[config.mk]
export PLATFORM = sky130hd
export DESIGN_NAME = icl_cell
export DESIGN_NICKNAME = d
export VERILOG_FILES = /design/src/indexed_coordinate_list_defines.svh /design/src/icl_pkg.sv /design/src/icl_cell.sv
export SDC_FILE = /design/constraint.sdc
export NUM_CORES = 1
export LEC_CHECK = 0
export BUFFER_PORTS_ARGS = -buffer_cell sky130_fd_sc_hd__clkbuf_2
export CORE_MARGIN = 4
export CORE_UTILIZATION = 25
export DETAILED_ROUTE_END_ITERATION = 16
export SLEW_MARGIN = 10
export SYNTH_ARGS = -nofsm -noshare
export SYNTH_HDL_FRONTEND = slang
export SYNTH_SLANG_ARGS = --single-unit
export TNS_END_PERCENT = 50
[constraint.sdc]
create_clock -name clk -period 5.35 [get_ports clk]
set_input_delay 1.07 -clock clk [delete_from_list [all_inputs] [get_ports clk]]
set_output_delay 1.07 -clock clk [all_outputs]
set_load 0.01 [all_outputs]
[src/indexed_coordinate_list_defines.svh]
// ----------------------------------------------------------------------------
// Indexed coordinate list assertion macros
// Property check shorthands for the coordinate list block.
// ----------------------------------------------------------------------------
`ifndef INDEXED_COORDINATE_LIST_DEFINES_SVH
`define INDEXED_COORDINATE_LIST_DEFINES_SVH

`ifndef NO_ASSERTIONS
`define ICL_ASSERT_SAME(label, ante, cons) \
    label: assert property (@(posedge clk) disable iff (!rst_n) (ante) |-> (cons)) \
        else $error("icl check failed");
`define ICL_ASSERT_NEXT(label, ante, cons) \
    label: assert property (@(posedge clk) disable iff (!rst_n) (ante) |=> (cons)) \
        else $error("icl check failed");
`else
`define ICL_ASSERT_SAME(label, ante, cons)
`define ICL_ASSERT_NEXT(label, ante, cons)
`endif

`endif

[src/icl_pkg.sv]
// ----------------------------------------------------------------------------
// Indexed coordinate list package
// Operation, status and cell mode codes; control struct for the cell row.
// ----------------------------------------------------------------------------
package icl_pkg;

    localparam logic [1:0] OP_INSERT = 2'd0;
    localparam logic [1:0] OP_DELETE = 2'd1;
    localparam logic [1:0] OP_READ   = 2'd2;
    localparam logic [1:0] OP_CLEAR  = 2'd3;

    localparam logic [1:0] ST_OK      = 2'd0;
    localparam logic [1:0] ST_FULL    = 2'd1;
    localparam logic [1:0] ST_BAD_POS = 2'd2;

    localparam logic [1:0] CELL_HOLD = 2'd0;
    localparam logic [1:0] CELL_INS  = 2'd1;
    localparam logic [1:0] CELL_DEL  = 2'd2;
    localparam logic [1:0] CELL_READ = 2'd3;

    typedef struct packed {
        logic [1:0]  mode;
        logic [8:0]  slot;
        logic [31:0] data;
    } icl_ctrl_t;

endpackage

[src/icl_cell.sv]
// ----------------------------------------------------------------------------
// Coordinate list cell
// Holds one entry; shifts from a neighbor on insert or delete, drives read bus.
// ----------------------------------------------------------------------------
module icl_cell #(
    parameter int INDEX = 0
) (
    input  logic              clk,
    input  icl_pkg::icl_ctrl_t ctrl,
    input  logic [31:0]       prev_data,
    input  logic [31:0]       next_data,
    output logic [31:0]       data,
    output logic [31:0]       rd_data
);

    localparam logic [8:0] MY_IDX = 9'(INDEX);

    logic [31:0] data_reg;
    logic [31:0] data_next;

    always_comb
    begin
        data_next = data_reg;
        case (ctrl.mode)
            icl_pkg::CELL_INS:
            begin
                if (ctrl.slot == MY_IDX)
                    data_next = ctrl.data;
                else if (MY_IDX > ctrl.slot)
                    data_next = prev_data;
            end
            icl_pkg::CELL_DEL:
            begin
                if (MY_IDX >= ctrl.slot)
                    data_next = next_data;
            end
            default:
            begin
                data_next = data_reg;
            end
        endcase
    end

    always_ff @(posedge clk)
    begin
        data_reg <= data_next;
    end

    assign data    = data_reg;
    assign rd_data = (ctrl.mode == icl_pkg::CELL_READ && ctrl.slot == MY_IDX)
                     ? data_reg : 32'd0;

endmodule

==> impl_results.rst, run 1 <==
.. list-table::
   :header-rows: 1

   * - Metric
     - Value
   * - Routability-driven placement congestion ratio
     - 0.750
   * - FFs w/ async S/R, synth
     - 0
   * - Worst stage delay on the critical path
     - 810 ps
   * - Largest net degree at the start of global routing
     - 66
   * - Cell area after layout
     - 3490 µm²
   * - Number of placement rows
     - 36
   * - Layout Cells excl Fill
     - 552
   * - Outcome
     - completed
   * - Critical Path RT
     - 4280 ps
   * - Worst-case headroom to the max-slew limit
     - 0.308
   * - Critical path type
     - in -> out
   * - Post-detailed-route DRC marker count
     - 0
   * - Setup repair after global routing missed its margin
     - no
   * - Clock period minus worst slack
     - 4530 ps
   * - Count of synthesis-stage warnings from yosys
     - 0
   * - Global-route usage over all layers
     - 0.149
   * - Critical path's most frequent cell
     - clkbuf_2
   * - Sequential share of the synthesized area
     - 0.379
   * - Post-DP HPWL
     - 6.91 mm
   * - Worst setup SP type
     - input port
   * - Setup slack after placement
     - 790 ps
   * - Area growth from synthesis to layout
     - 37.9%
   * - Peak Freq
     - 0.221 GHz
   * - Via count of the routed design
     - 2,790
   * - Drt total wl
     - 9.50 mm
   * - Predominant post-synthesis flop cell
     - edfxtp_1
   * - Violation count after the first detailed-routing iteration
     - 105
   * - Root Buffer Master
     - clkbuf_8
   * - Number of gates resized after CTS
     - 0
   * - Maximum fanout count along the critical path
     - 33
   * - Grt peak-use layer
     - met2
   * - Number of hold-repair buffers added at the cts stage
     - 0
   * - Top-Level Pins
     - 172
   * - Layout cell share with drive strength beyond 1
     - 0.444
   * - Worst-case vdd ir drop
     - 0.0891 mV
   * - Slowest stage cell, crit path
     - nor3_4
   * - Final hold slack
     - 1120 ps
   * - Overflow left after global routing
     - 0
   * - Number of nets in the finished design
     - 529
   * - Power density normalized to cell area
     - 198 nW/µm²
   * - TritonCTS Buffers
     - 5
   * - Avg Vias per Cell
     - 5.05
   * - TritonCTS clock tree
     - built
   * - FF+latch count, synth
     - 32
   * - Endpoints failing setup
     - 0
   * - Vias in the first global route
     - 2,602
   * - Die area
     - 11,800 µm²
   * - Worst-margin pin slew
     - 1040 ps
   * - Post-layout worst setup margin
     - 815 ps
   * - Max-cap violations
     - 0
   * - CORE AREA
     - 9820 µm²
   * - Number of I/O port buffers
     - 171
   * - Number of distinct library cell variants in the gate-level netlist after synthesis
     - 20
   * - Number of optimization iterations in the first detailed-route pass
     - 4
   * - Syn_nets
     - 391
   * - Cell Area, Synth
     - 2530 µm²
   * - Die Span Y
     - 109 µm
   * - Diodes inserted
     - 0
   * - First-pass GRT wire length
     - 13.7 mm
   * - Total net switching power
     - 211 µW
   * - Cell-internal power
     - 481 µW
   * - Final routed wire length divided by cell count
     - 17.2 µm
   * - Global-route met1 utilization
     - 0.185
   * - Switching part of the total
     - 0.304
   * - Flip-flop count of the largest register, all copies and words added
     - 32
   * - Logic pwr share
     - 0.260
   * - Fin. Hold Viols
     - 0
   * - Final Slew Violations
     - 0
   * - Clock Sink Count
     - 32
   * - Arrival time of data at the critical path endpoint
     - 3460 ps
   * - Remaining antenna violation count
     - 0
   * - Clock-pin slew of the registers on the worst-case setup and hold paths
     - 70 ps
   * - Leakage power summed over all cells
     - 0.00155 µW
   * - Sequential fraction of design power
     - 0.478
   * - Summed negative setup slack over all endpoints
     - 0 ps
   * - Met3 global-route usage
     - 0.0326
   * - Global Route met2 Usage
     - 0.264
   * - Number of placed cells counting well taps
     - 544
   * - Synthesized area divided by synthesized cell count
     - 9.04 µm²
   * - Cells after synthesis
     - 280
   * - Placed standard-cell area
     - 3400 µm²
   * - Nature of the critical path endpoint
     - primary output
   * - Cell Chain, Critical Path
     - clkbuf_2 -> or3_1 -> buf_4 -> nor3_4 -> and3_1 -> clkbuf_2
   * - Initial core utilization
     - 0.258
   * - Post-CTS Setup Bufs
     - 0
   * - Period utilization
     - 0.848
   * - Die outline width
     - 109 µm
   * - Antenna violations before repair
     - 0
   * - Max Buffers Root-to-Sink
     - 2
   * - Clock power frac
     - 0.262
   * - Clock H-tree levels
     - 2
   * - HP Class
     - in -> reg
   * - Count of flip-flops with a built-in enable after synthesis
     - 32
per-stage QoR:
step	power, µW	util
finish	692	0.356
global route	727	0.356
CTS	702	0.355
detailed placement	518	0.347
global placement	514	0.347
floorplan	424	-
layout by cell type (no fill, tap or decap), types with 2 or more instances in the layout:
cell	count
clkbuf_2	171
nor4b_1	32
o31ai_1	32
ha_1	2
a31oi_1	32
a21oi_1	32
and3_1	32
inv_1	2
edfxtp_1	32
nor2b_1	32
buf_4	3
clkbuf_8	5
area by class of cell:
type                       count  area [µm²]
fill                        1047        6330
multi-input combinational    203        1400
sequential                    32         961
timing repair buffer         174         878
tap                          133         166
clock buffer                   6        72.6
clock inverter                 2        11.3
inverter                       2        7.51
Yosys cell counts (2+ instances only):
cell       n  area [µm²]
o31ai_1   32         240
nor4b_1   32         280
buf_1      5        18.8
and3_1    32         200
a31oi_1   32         200
edfxtp_1  32         961
clkbuf_1  34         128
inv_1      2        7.51
nor2_1     2        7.51
a21oi_1   32         160
ha_1       3        37.5
buf_6      3        33.8
nor2b_1   32         200
metal layers:
layer,up-vias,routed length (µm)
li1,1374,-
met1,1287,4150
met2,127,4610
met3,2,714
met4,0,31
met5,-,0
cell families after synthesis:
logic type,share of synthesized area
AO/OA/AOI/OAI,0.241
flip-flops,0.379
AND/OR/NAND/NOR,0.289
adder cells (fa/ha/maj),0.0148
buffers and inverters,0.0761
power groups by stage:
stage	clock network (µW)	registers [µW]	logic (µW)
2_1_floorplan	0	347	76.1
3_3_place_gp	0	336	178
3_5_place_dp	0	337	181
4_1_cts	188	331	182
5_1_grt	196	334	196
6_report	182	331	180
worst paths after layout:
path	from	to	slack, ps	depth (start not counted)
max	ctrl[35]	rd_data[9]	820	6
min	next_data[22]	data[22]	1120	3
critical path: cells and delay by family:
family | cells | cell delay, ps
buffers and inverters | 3 | 800
AND/OR/NAND/NOR | 3 | 1580
Note: power is estimated with default switching activity, not from simulation.
==> inputs of run 2 (changes only) <==
- clock period: 5.35 -> 4.3 ns (I/O delays scaled with it)
==> impl_results.rst, run 2 (synthesis gave the netlist of run 1 again) <==
.. list-table::
   :header-rows: 1

   * - Metric
     - Value
   * - Number of hold-repair buffers added at the cts stage
     - 0
   * - Commonest non-fill, non-tap cell in the layout
     - clkbuf_2
   * - HP Start
     - next_data[25]
   * - Number of nets in the finished design
     - 536
   * - Outcome
     - completed
   * - Clock-pin slew of the registers on the worst-case setup and hold paths
     - 70 ps
   * - Violation count after the first detailed-routing iteration
     - 142
   * - Final hold slack
     - 910 ps
   * - Worst-case vdd ir drop
     - 0.100 mV
   * - Root Buffer Master
     - clkbuf_8
   * - Setup repair after global routing missed its margin
     - no
   * - Worst stage delay on the critical path
     - 390 ps
   * - Global-route usage over all layers
     - 0.145
   * - Peak Freq
     - 0.287 GHz
   * - Flip-flop count of the largest register, all copies and words added
     - 32
   * - Post-CTS Setup Bufs
     - 0
   * - Nature of the critical path endpoint
     - primary output
   * - Maximum fanout count along the critical path
     - 33
   * - Worst-margin pin slew
     - 1170 ps
   * - Summed negative setup slack over all endpoints
     - 0 ps
   * - Placed standard-cell area
     - 3460 µm²
   * - Power density normalized to cell area
     - 242 nW/µm²
   * - Post-detailed-route DRC marker count
     - 0
   * - Area occupied by multi-input gates
     - 1390 µm²
   * - Die outline width
     - 109 µm
   * - Die Span Y
     - 109 µm
   * - Number of I/O port buffers
     - 171
   * - Final Slew Violations
     - 0
   * - Max Buffers Root-to-Sink
     - 2
   * - Antenna violations before repair
     - 0
   * - Worst-case headroom to the max-slew limit
     - 0.220
   * - HP Class
     - in -> reg
   * - Diodes inserted
     - 0
   * - Number of optimization iterations in the first detailed-route pass
     - 5
   * - Clock Sink Count
     - 32
   * - Drt total wl
     - 9.27 mm
   * - Layout cell share with drive strength beyond 1
     - 0.453
   * - Clock H-tree levels
     - 2
   * - Leakage power summed over all cells
     - 0.00158 µW
   * - Die area
     - 11,800 µm²
   * - Top-Level Pins
     - 172
   * - Post-layout utilization of the core
     - 0.360
   * - CORE AREA
     - 9820 µm²
   * - Max-cap violations
     - 0
   * - Largest net degree at the start of global routing
     - 65
   * - Fin. Hold Viols
     - 0
   * - Post-DP HPWL
     - 6.96 mm
   * - Total of fill cells in the finished design
     - 1,045
   * - Number of placement rows
     - 36
   * - Initial core utilization
     - 0.258
   * - Avg Vias per Cell
     - 5.07
   * - First-pass GRT wire length
     - 13.5 mm
   * - Clock period minus worst slack
     - 3490 ps
   * - Area growth from synthesis to layout
     - 39.8%
   * - Via count of the routed design
     - 2,835
   * - Arrival time of data at the critical path endpoint
     - 2630 ps
   * - Cell area after layout
     - 3540 µm²
   * - Cell Chain, Critical Path
     - clkbuf_2 -> buf_4 -> or3_1 -> buf_4 -> nor3_4 -> buf_4 -> and3_1 -> clkbuf_2
   * - Critical path type
     - in -> out
   * - TritonCTS Buffers
     - 5
   * - Remaining antenna violation count
     - 0
   * - Critical Path RT
     - 3440 ps
   * - Endpoints failing setup
     - 0
   * - Overflow left after global routing
     - 0
   * - Worst setup path start
     - ctrl[35]
   * - Number of gates resized after CTS
     - 0
   * - Worst setup SP type
     - input port
   * - Period utilization
     - 0.811
   * - Vias in the first global route
     - 2,667
   * - TritonCTS clock tree
     - built
   * - Final routed wire length divided by cell count
     - 16.6 µm
   * - Routability-driven placement congestion ratio
     - 0.772
   * - Critical path's most frequent cell
     - buf_4
   * - FF/Latch Area
     - 961 µm²
   * - Slowest stage cell, crit path
     - or3_1
run 2: cell types whose count changed in the layout (fill, tap and decap cells not counted), sizes merged:
cell	previous run	this run
buf	3	10
run 2: worst paths after layout:
check | end | slack [ps] | depth (start not counted)
worst min-delay path | data[25] | 910 | 3
worst max-delay path | rd_data[15] | 810 | 8
run 2: cell type report:
class	count	share of cell area
repair buffers	181	0.263
well taps	133	0.0470
inverters	2	0.00212
flip-flops and latches	32	0.271
multi-input cells	203	0.393
clock buffers	6	0.0205
clock inverters	2	0.00318
run 2: per-layer routing:
| layer | track usage | vias to the layer above | routed length, µm | share of wire |
|---|---|---|---|---|
| li1 | - | 1384 | - | - |
| met1 | 0.191 | 1306 | 4000 | 0.43 |
| met2 | 0.246 | 143 | 4450 | 0.48 |
| met3 | 0.0272 | 2 | 791 | 0.085 |
| met4 | 0.0334 | 0 | 32 | 0.0035 |
| met5 | 0 | - | 0 | 0 |
run 2: worst max-delay path: cells and delay by family:
kind	cells	cell delay [ps]
buffers and inverters	5	1000
and+or+nand+nor	3	740
run 2: report_power, final:
part | leakage (µW) | switching, µW | internal [µW]
clock network | 0.0000388 | 108 | 112
logic | 0.00124 | 129 | 97.5
registers | 0.000306 | 19.1 | 392
run 2: through the flow:
| stage | worst slack [ps] | total power, µW | cells |
|---|---|---|---|
| global route | 694 | 906 | 559 |
| detailed placement | 832 | 647 | 551 |
| finish | 814 | 858 | 559 |
| CTS | 832 | 873 | 559 |
| global placement | 870 | 644 | 551 |
| floorplan | 1310 | 527 | 280 |
==> inputs of run 3 (changes only) <==
- clock period: 4.3 -> 3.4 ns (I/O delays scaled with it)
==> impl_results.rst, run 3 (synthesis gave the netlist of run 1 again) <==
.. list-table::
   :header-rows: 1

   * - Metric
     - Value
   * - Avg Vias per Cell
     - 5.17
   * - Flip-flop count of the largest register, all copies and words added
     - 32
   * - Number of hold-repair buffers added at the cts stage
     - 0
   * - Number of nets in the finished design
     - 537
   * - Die outline width
     - 109 µm
   * - Setup slack after placement
     - 478 ps
   * - Worst-case headroom to the max-slew limit
     - 0.434
   * - Post-DP HPWL
     - 7.06 mm
   * - Drt total wl
     - 9.66 mm
   * - Setup repair after global routing missed its margin
     - no
   * - Number of placement rows
     - 36
   * - Power density normalized to cell area
     - 309 nW/µm²
   * - Worst-case vdd ir drop
     - 0.154 mV
   * - Number of optimization iterations in the first detailed-route pass
     - 4
   * - Remaining antenna violation count
     - 0
   * - Overflow left after global routing
     - 0
   * - TritonCTS clock tree
     - built
   * - Vias in the first global route
     - 2,806
   * - HP Class
     - in -> reg
   * - Worst setup SP type
     - input port
   * - Summed negative setup slack over all endpoints
     - 0 ps
   * - CORE AREA
     - 9820 µm²
   * - Clock H-tree levels
     - 2
   * - Critical Path RT
     - 2720 ps
   * - Layout cell share with drive strength beyond 1
     - 0.454
   * - Cell area after layout
     - 3560 µm²
   * - Largest net degree at the start of global routing
     - 35
   * - Period utilization
     - 0.852
   * - Root Buffer Master
     - clkbuf_8
   * - Fin. Hold Viols
     - 0
   * - Post-layout worst setup margin
     - 503 ps
   * - Clock-pin slew of the registers on the worst-case setup and hold paths
     - 80 ps
   * - Outcome
     - completed
   * - Critical path type
     - in -> out
   * - Placed standard-cell area
     - 3480 µm²
   * - Die area
     - 11,800 µm²
   * - Total of fill cells in the finished design
     - 1,066
   * - Maximum fanout count along the critical path
     - 33
   * - Endpoints failing setup
     - 0
   * - Post-CTS Setup Bufs
     - 0
   * - Via count of the routed design
     - 2,894
   * - Leakage power summed over all cells
     - 0.00159 µW
   * - TritonCTS Buffers
     - 5
   * - Final routed wire length divided by cell count
     - 17.3 µm
   * - Top-Level Pins
     - 172
   * - Arrival time of data at the critical path endpoint
     - 2220 ps
   * - Max Buffers Root-to-Sink
     - 2
   * - Antenna violations before repair
     - 0
   * - Violation count after the first detailed-routing iteration
     - 196
   * - Max-cap violations
     - 0
   * - Routability-driven placement congestion ratio
     - 0.786
   * - Nature of the critical path endpoint
     - primary output
   * - Worst-margin pin slew
     - 848 ps
   * - Clock Sink Count
     - 32
   * - Die Span Y
     - 109 µm
   * - Diodes inserted
     - 0
   * - Clock period minus worst slack
     - 2900 ps
   * - Initial core utilization
     - 0.258
   * - Global-route usage over all layers
     - 0.158
   * - Number of I/O port buffers
     - 171
   * - Number of gates resized after CTS
     - 0
   * - Area growth from synthesis to layout
     - 40.6%
   * - Peak Freq
     - 0.345 GHz
   * - Commonest non-fill, non-tap cell in the layout
     - clkbuf_2
   * - Final Slew Violations
     - 0
   * - Post-detailed-route DRC marker count
     - 0
   * - First-pass GRT wire length
     - 14.6 mm
## run 3: cell types whose count changed in the layout (fill, tap and decap cells not counted)
cell | before | now
buf_12 | 0 | 1
## run 3: area by class of cell
cell class	count	area, µm²	share of cell area
Multi-Input combinational cell	203	1390	0.391
Sequential cell	32	961	0.270
Timing Repair Buffer	182	951	0.267
Tap cell	133	166	0.0467
Clock buffer	6	72.6	0.0204
Clock inverter	2	11.3	0.00316
Inverter	2	7.51	0.00211
## run 3: routing by layer
metal	vias up	track usage	wire length [µm]
li1	1385	-	-
met1	1346	0.214	4100
met2	161	0.252	4650
met3	2	0.0343	884
met4	0	0.0514	31
met5	-	0	0
## run 3: path summary, 6_finish.rpt
| kind | startpoint | to | slack [ps] | depth (start not counted) |
|---|---|---|---|---|
| setup / recovery | ctrl[38] | rd_data[13] | 500 | 6 |
| hold / removal | next_data[6] | data[6] | 720 | 3 |
## run 3: worst max-delay path: stages
cell and delay (ps):
clkbuf_2 90, or4_1 600, nor3_4 180, buf_4 310
and3_1 210, clkbuf_2 140
## run 3: through the flow
| stage | hold WS (ps) | utilization | total power [µW] | cells |
|---|---|---|---|---|
| floorplan | 909 | - | 666 | 280 |
| global placement | 1000 | 0.354 | 821 | 552 |
| detailed placement | 1010 | 0.354 | 823 | 552 |
| CTS | 712 | 0.363 | 1110 | 560 |
| global route | 726 | 0.363 | 1160 | 560 |
| finish | 721 | 0.363 | 1100 | 560 |
## run 3: where the power goes
part	switching [µW]	total, µW	internal, µW
clock network	147	289	142
logic	165	293	128
registers	24.1	519	495
total	336	1100	765
